==> src/rtl/rxq_pkg.sv <==
// shared types and constants for the range xor query engine
package rxq_pkg;

  localparam int XW    = 32;  // element and total width
  localparam int POS_W = 11;  // 1-based position field width

  localparam logic FUNC_LOAD  = 1'b0;
  localparam logic FUNC_QUERY = 1'b1;

  // one result word from the sequencer
  typedef struct packed {
    logic          valid;
    logic [XW-1:0] xor_total;
    logic          range_error;
  } res_t;

endpackage

==> src/rtl/rxq_ctrl.sv <==
// sequencer: clearing pass, load read-modify-write and the range walk
module rxq_ctrl #(
  parameter int MAX_ELEMENTS = 1024,
  parameter int BLOCK_SIZE   = 32,
  parameter int IW = (MAX_ELEMENTS > 1) ? $clog2(MAX_ELEMENTS) : 1,
  parameter int BW = (((MAX_ELEMENTS + BLOCK_SIZE - 1) / BLOCK_SIZE) > 1) ?
                     $clog2((MAX_ELEMENTS + BLOCK_SIZE - 1) / BLOCK_SIZE) : 1
) (
  input  logic                      clk,
  input  logic                      rst_n,
  input  logic                      start,
  output logic                      busy,
  input  logic                      in_func,
  input  logic [rxq_pkg::POS_W-1:0] in_position,
  input  logic [rxq_pkg::XW-1:0]    in_value,
  input  logic [rxq_pkg::POS_W-1:0] in_first,
  input  logic [rxq_pkg::POS_W-1:0] in_last,
  output logic                      elem_we,
  output logic [IW-1:0]             elem_waddr,
  output logic [rxq_pkg::XW-1:0]    elem_wdata,
  output logic [IW-1:0]             elem_raddr,
  input  logic [rxq_pkg::XW-1:0]    elem_rdata,
  output logic                      blk_we,
  output logic [BW-1:0]             blk_waddr,
  output logic [rxq_pkg::XW-1:0]    blk_wdata,
  output logic [BW-1:0]             blk_raddr,
  input  logic [rxq_pkg::XW-1:0]    blk_rdata,
  output rxq_pkg::res_t             res
);
  import rxq_pkg::*;

  localparam int LOG_BS = (BLOCK_SIZE > 1) ? $clog2(BLOCK_SIZE) : 0;
  localparam int JW     = IW + 1;

  typedef enum logic [3:0] {
    ST_CLEAR = 4'b0001,
    ST_IDLE  = 4'b0010,
    ST_LDWR  = 4'b0100,
    ST_WALK  = 4'b1000
  } state_t;

  state_t          state_r, state_nxt;
  logic [IW-1:0]   clr_r, clr_nxt;
  logic [IW-1:0]   ld_idx_r, ld_idx_nxt;
  logic [XW-1:0]   value_r, value_nxt;
  logic [JW-1:0]   i_r, i_nxt;
  logic [IW-1:0]   hi_r, hi_nxt;
  logic [XW-1:0]   acc_r, acc_nxt;
  logic            pend_r, pend_nxt;
  logic            pend_blk_r, pend_blk_nxt;
  logic            out_valid_r, out_valid_nxt;
  logic [XW-1:0]   out_xor_r, out_xor_nxt;
  logic            out_err_r, out_err_nxt;

  logic            pos_ok, first_ok, last_ok;
  logic [POS_W-1:0] pos_m1, first_m1, last_m1;
  logic [IW-1:0]   in_idx;
  logic            in_walk, whole_blk;

  assign pos_ok   = (in_position != '0) && (32'(in_position) <= 32'(MAX_ELEMENTS));
  assign first_ok = (in_first != '0) && (32'(in_first) <= 32'(MAX_ELEMENTS));
  assign last_ok  = (in_last != '0) && (32'(in_last) <= 32'(MAX_ELEMENTS));
  assign pos_m1   = in_position - POS_W'(1);
  assign first_m1 = in_first - POS_W'(1);
  assign last_m1  = in_last - POS_W'(1);
  assign in_idx   = IW'(pos_m1);

  // walk step: whole block when aligned and the block fits below hi
  assign in_walk   = (i_r <= JW'(hi_r));
  assign whole_blk = ((i_r & JW'(BLOCK_SIZE - 1)) == '0) &&
                     ((32'(i_r) + 32'(BLOCK_SIZE) - 32'd1) <= 32'(hi_r));

  assign busy = (state_r != ST_IDLE);

  // read addresses: load address while idle, walk index while walking
  always_comb begin
    if (state_r == ST_WALK) begin
      elem_raddr = IW'(i_r);
      blk_raddr  = BW'(i_r >> LOG_BS);
    end else begin
      elem_raddr = in_idx;
      blk_raddr  = BW'(in_idx >> LOG_BS);
    end
  end

  // write ports: zeros during the clearing pass, load update in the write-back state
  always_comb begin
    elem_we    = 1'b0;
    blk_we     = 1'b0;
    elem_waddr = ld_idx_r;
    blk_waddr  = BW'(ld_idx_r >> LOG_BS);
    elem_wdata = value_r;
    blk_wdata  = blk_rdata ^ elem_rdata ^ value_r;
    if (state_r == ST_CLEAR) begin
      elem_we    = 1'b1;
      blk_we     = 1'b1;
      elem_waddr = clr_r;
      blk_waddr  = BW'(clr_r >> LOG_BS);
      elem_wdata = '0;
      blk_wdata  = '0;
    end else if (state_r == ST_LDWR) begin
      elem_we = 1'b1;
      blk_we  = 1'b1;
    end
  end

  always_comb begin
    state_nxt     = state_r;
    clr_nxt       = clr_r;
    ld_idx_nxt    = ld_idx_r;
    value_nxt     = value_r;
    i_nxt         = i_r;
    hi_nxt        = hi_r;
    acc_nxt       = acc_r;
    pend_nxt      = 1'b0;
    pend_blk_nxt  = pend_blk_r;
    out_valid_nxt = 1'b0;
    out_xor_nxt   = out_xor_r;
    out_err_nxt   = out_err_r;
    unique case (state_r)
      ST_CLEAR: begin
        clr_nxt = clr_r + IW'(1);
        if (clr_r == IW'(MAX_ELEMENTS - 1)) begin
          state_nxt = ST_IDLE;
        end
      end
      ST_IDLE: begin
        if (start) begin
          if (in_func == FUNC_LOAD) begin
            if (pos_ok) begin
              ld_idx_nxt = in_idx;
              value_nxt  = in_value;
              state_nxt  = ST_LDWR;
            end
          end else if (!first_ok || !last_ok) begin
            out_valid_nxt = 1'b1;
            out_xor_nxt   = '0;
            out_err_nxt   = 1'b1;
          end else if (in_first > in_last) begin
            out_valid_nxt = 1'b1;
            out_xor_nxt   = '0;
            out_err_nxt   = 1'b0;
          end else begin
            i_nxt     = JW'(first_m1);
            hi_nxt    = IW'(last_m1);
            acc_nxt   = '0;
            state_nxt = ST_WALK;
          end
        end
      end
      ST_LDWR: begin
        state_nxt = ST_IDLE;
      end
      ST_WALK: begin
        // fold in the word read on the previous step
        if (pend_r) begin
          acc_nxt = acc_r ^ (pend_blk_r ? blk_rdata : elem_rdata);
        end
        if (in_walk) begin
          pend_nxt     = 1'b1;
          pend_blk_nxt = whole_blk;
          i_nxt        = whole_blk ? (i_r + JW'(BLOCK_SIZE)) : (i_r + JW'(1));
        end else begin
          out_valid_nxt = 1'b1;
          out_xor_nxt   = acc_nxt;
          out_err_nxt   = 1'b0;
          state_nxt     = ST_IDLE;
        end
      end
      default: begin
        state_nxt = ST_IDLE;
      end
    endcase
  end

  always_ff @(posedge clk) begin
    if (!rst_n) begin
      state_r     <= ST_CLEAR;
      clr_r       <= '0;
      pend_r      <= 1'b0;
      out_valid_r <= 1'b0;
    end else begin
      state_r     <= state_nxt;
      clr_r       <= clr_nxt;
      pend_r      <= pend_nxt;
      out_valid_r <= out_valid_nxt;
    end
  end

  always_ff @(posedge clk) begin
    ld_idx_r   <= ld_idx_nxt;
    value_r    <= value_nxt;
    i_r        <= i_nxt;
    hi_r       <= hi_nxt;
    acc_r      <= acc_nxt;
    pend_blk_r <= pend_blk_nxt;
    out_xor_r  <= out_xor_nxt;
    out_err_r  <= out_err_nxt;
  end

  assign res.valid       = out_valid_r;
  assign res.xor_total   = out_xor_r;
  assign res.range_error = out_err_r;

  a_err_zero: assert property (@(posedge clk) disable iff (!rst_n)
    (out_valid_r && out_err_r) |-> (out_xor_r == '0))
    else $error("range error word with nonzero total");

  a_load_silent: assert property (@(posedge clk) disable iff (!rst_n)
    (state_r == ST_LDWR) |=> !out_valid_r)
    else $error("load produced a result word");

  a_no_pend_idle: assert property (@(posedge clk) disable iff (!rst_n)
    (state_r != ST_WALK) |-> !pend_r)
    else $error("pending read outside the walk");

  a_clear_quiet: assert property (@(posedge clk) disable iff (!rst_n)
    (state_r == ST_CLEAR) |=> !out_valid_r)
    else $error("result word during clearing pass");

endmodule

==> config.mk <==
export PLATFORM = sky130hd
export DESIGN_NAME = rxq_ctrl
export DESIGN_NICKNAME = d
export VERILOG_FILES = /design/src/rtl/rxq_pkg.sv /design/src/rtl/rxq_ctrl.sv
export SDC_FILE = /design/constraint.sdc
export NUM_CORES = 1
export LEC_CHECK = 0
export ABC_AREA = 1
export BUFFER_PORTS_ARGS = -buffer_cell sky130_fd_sc_hd__clkbuf_2
export CAP_MARGIN = 20
export CORE_ASPECT_RATIO = 0.9
export CORE_MARGIN = 8
export CORE_UTILIZATION = 57
export CTS_CLUSTER_SIZE = 30
export DETAILED_ROUTE_END_ITERATION = 6
export PLACE_DENSITY = 0.89
export SYNTH_ARGS = -nofsm -noshare
export SYNTH_HDL_FRONTEND = slang
export SYNTH_SLANG_ARGS = --single-unit
==> constraint.sdc <==
create_clock -name clk -period 7.3 [get_ports clk]
set_input_delay 0.365 -clock clk [delete_from_list [all_inputs] [get_ports clk]]
set_output_delay 0.365 -clock clk [all_outputs]
set_load 0.02 [all_outputs]
==> flow_summary_export.csv <==
group,metric,value,unit
critical_path,rr_startpoint,"i_r[1]$_DFFE_PP_",
grt,grt_pass1_wl,39200,um
critical_path,cp-end-kind,"flop",
critical_path,worst-r2r-cell-count,16,
cts,cts_resized,0,
timing,fin_crit_sh,43.4,%
detailed_routing,num_vias,7965,
layout,final_area,0.0108,mm2
synthesis,synth_area_leaders,"edfxtp_1 44%, o21ai_0 7.0%, inv_1 6.6%",
grt,grt_pass1_vias,7740,
hold_path,hp-start,"in_value[7]",
critical_path,cp.required,7360,ps
die,die_area,0.0196,mm2
power_and_ir_drop,leakage,0.00505,uW
hold_path,hold_depth,1,
placed_design,place_hpwl,19100,um
layout,syn_to_final_growth,22.9,%
die,initial_core_util,57.5,%
die,rows,43,
grt,grt_max_degree,57,
cts,clk_path_buf_depth,2,
timing,worst_pin_slew,905,ps
layout,layout_common_cells,"263 x clkbuf_2, 153 x inv_1, 132 x nand2_1",
synthesis,synth_seq_cells,145,
critical_path,critPathKind,"reg -> reg",
cts,worstSkewPairLatency,420,ps
synthesis,syn_inst,997,
die,ios,264,
timing,slew_headroom,39.6,%
cts,post_cts_buffers,0,
synthesis,yosys_warnings,0,
die,coreArea,0.0152,mm2
synthesis,synth_seq_area_share,47.9,%
cts,cts_tree,"done",
timing,finalSetupViolCount,0,
layout,final_common_cell,"clkbuf_2",
layout,fin_nets,1415,
timing,finalMaxSlewViolations,0,
synthesis,synthMuxAreaShare,0,%
detailed_routing,wl_per_cell,17.1,um
hold_path,hold_end,"value_r[7]$_DFFE_PP_",
critical_path,slowest_delay,470,ps
synthesis,synth_edf_count,129,
die,die_w,147,um
synthesis,avgSynthCellArea,8.78,um2
timing,clock.fmax,0.316,GHz
critical_path,r2r_slack,4130,ps
cts,hold_buffers,0,
detailed_routing,viasPerCell,5.46,
critical_path,cp_slowest_cell,"edfxtp_1",
critical_path,cp_common_cell,"nand2_1",
grt,grt-busiest-layer,"met2",
critical_path,critical_path.cell_chain,"inv_1, ha_1, nand3_1, nand2_1, xor2_1, ha_1, nand2_1, nor2_1, nand2_1, nand2_1, nand2_1, nand2_1, nand2_1, nand2_2, inv_1, a21oi_1",
grt,use_met3,5.63,%
timing,rsz0062_at_grt,"false",
timing,finalSetupTns,0,ps
synthesis,synth_top_cell_by_area,"edfxtp_1",
detailed_routing,dr.pass1.iters,5,
layout,antennaDiodeCount,0,
power_and_ir_drop,vdd_drop_max,158,uV
timing,clock_skew,8.05,ps
grt,globalRouteMet1Util,29.6,%
synthesis,syn_area,0.00875,mm2
grt,overflow,0,
timing,fin_crit,3170,ps
synthesis,synth.top_cell.area_share,44.3,%
grt,gr-usage-all-layers,25.0,%
placed_design,io_buffers,263,
die,die_h,134,um
detailed_routing,wirelength,25000,um
synthesis,synth_flop_cell,"edfxtp_1",
synthesis,synth_async_sr_flop_share,0,%
cts,cts_root_buf,"clkbuf_16",
detailed_routing,route.detailed.drc,0,
critical_path,crit_arrival,3230,ps
cts,cts_buffers,17,
grt,met2_usage,43.6,%
flow_run,maxCapViolCount,0,
layout,final_core_util,70.6,%
cts,h-tree-depth,4,
critical_path,startpoint_type,"flop",
cts,clk_pin_slew_worst_paths,60,ps
critical_path,worstReg2RegEnd,"i_r[0]$_DFFE_PP_",
timing,timing.final.ws_setup,4130,ps
synthesis,synth-compound-area-share,15.9,%
detailed_routing,drt_iter0_drc,584,
synthesis,yosys.area_share.simple,14.6,%
layout,drive_above_1_share,25.7,%
placed_design,globalplace.congestion,0.939,
critical_path,crit_path_max_fanout,10,
grt,antenna_found_initial,0,
synthesis,synth_cell_types,34,
detailed_routing,antenna_left,0,
timing,hold_viol_final,0,
placed_design,dp_worst_setup_slack,4040,ps
synthesis,syn-num-nets,1169,
run_status,status,"finished, final reports clean",
cts,cts.sinks,145,
synthesis,synth_top_family_by_area,"compound AO/OA/AOI/OAI gates",
hold_path,worstHoldPathType,"in -> reg",
placed_design,placed_cell_area,0.0102,mm2
synthesis,synth_fa_ha_area_share,5.58,%
power_and_ir_drop,powerDensity,174,mW/mm2
synthesis,yosys.area_share.xor_xnor,6.81,%
## layer usage
layer	part of all wire, %	wire length (um)
met4	2.3	583
met1	40	9890
met3	7.9	1980
met2	50	12500
met5	0	0
## power breakdown
part / leakage, uW / switching [uW] / internal (uW)
registers: 0.00117 / 1.26 / 898
clock network: 0.000281 / 336 / 502
logic: 0.00359 / 75.3 / 52.8
total: 0.00505 / 413 / 1450
## worst max-delay path by stage
stage	startpoint	to	slack, ps	depth (start not counted)
final	i_r[1]$_DFFE_PP_	i_r[0]$_DFFE_PP_	4130	16
after global routing	i_r[1]$_DFFE_PP_	i_r[1]$_DFFE_PP_	3840	16
after CTS	state_r[1]$_SDFFE_PN0P_	acc_r[0]$_DFFE_PP_	4040	8
after detailed placement	state_r[1]$_SDFFE_PN0P_	acc_r[22]$_DFFE_PP_	4040	8
after global placement	state_r[1]$_SDFFE_PN0P_	acc_r[28]$_DFFE_PP_	4180	8
after floorplan	i_r[5]$_DFFE_PP_	out_err_r$_SDFFCE_PP0P_	3180	11
## layout make-up
| class | count | area (um2) |
|---|---|---|
| clock buffer | 19 | 433 |
| inverter | 155 | 582 |
| sequential | 145 | 4190 |
| fill | 1173 | 4470 |
| clock inverter | 13 | 133 |
| timing repair buffer | 270 | 1380 |
| tap | 202 | 253 |
| multi-input combinational | 654 | 3780 |
## kinds of logic after synthesis
logic type | count (synthesis)
buffers and inverters | 198
adders and majority gates | 39
DFF | 145
and+or+nand+nor | 289
xor gates and xnor gates | 68
AOI/OAI and AO/OA | 258
## critical path, delay by kind of cell, from the launching register on
kind	cells	cell delay [ps]
AOI/OAI and AO/OA	1	440
xor gates and xnor gates	1	150
adders and majority gates	2	510
buffers and inverters	2	190
DFF	1	470
and+or+nand+nor	10	1060
## cells in the mapped netlist, types with 12 or more instances
master,instances
a21oi_1,91
buf_4,13
clkbuf_1,18
dfxtp_1,16
edfxtp_1,129
ha_1,39
inv_1,153
nand2_1,132
nand3_1,29
nor2_1,82
nor3_1,12
o21a_1,34
o21ai_0,123
xor2_1,64
## state kept, by name, indices dropped and copies added, names as in the netlist
| register | count |
|---|---|
| value_r | 32 |
| state_r | 4 |
| pend_r | 1 |
| out_err_r | 1 |
| out_xor_r | 32 |
| clr_r | 10 |
| pend_blk_r | 1 |
| ld_idx_r | 10 |
| out_valid_r | 1 |
| acc_r | 32 |
| i_r | 11 |
| hi_r | 10 |
## metrics by stage
| step | total power (uW) | hold slack (ps) | std cells |
|---|---|---|---|
| finish | 1870 | 115 | 1458 |
| global route | 1920 | 99.7 | 1458 |
| CTS | 1870 | 100 | 1457 |
| detailed placement | 1040 | 483 | 1425 |
| global placement | 1040 | 472 | 1425 |
| floorplan | 976 | 456 | 997 |
Note: power is estimated with default switching activity, not from simulation.
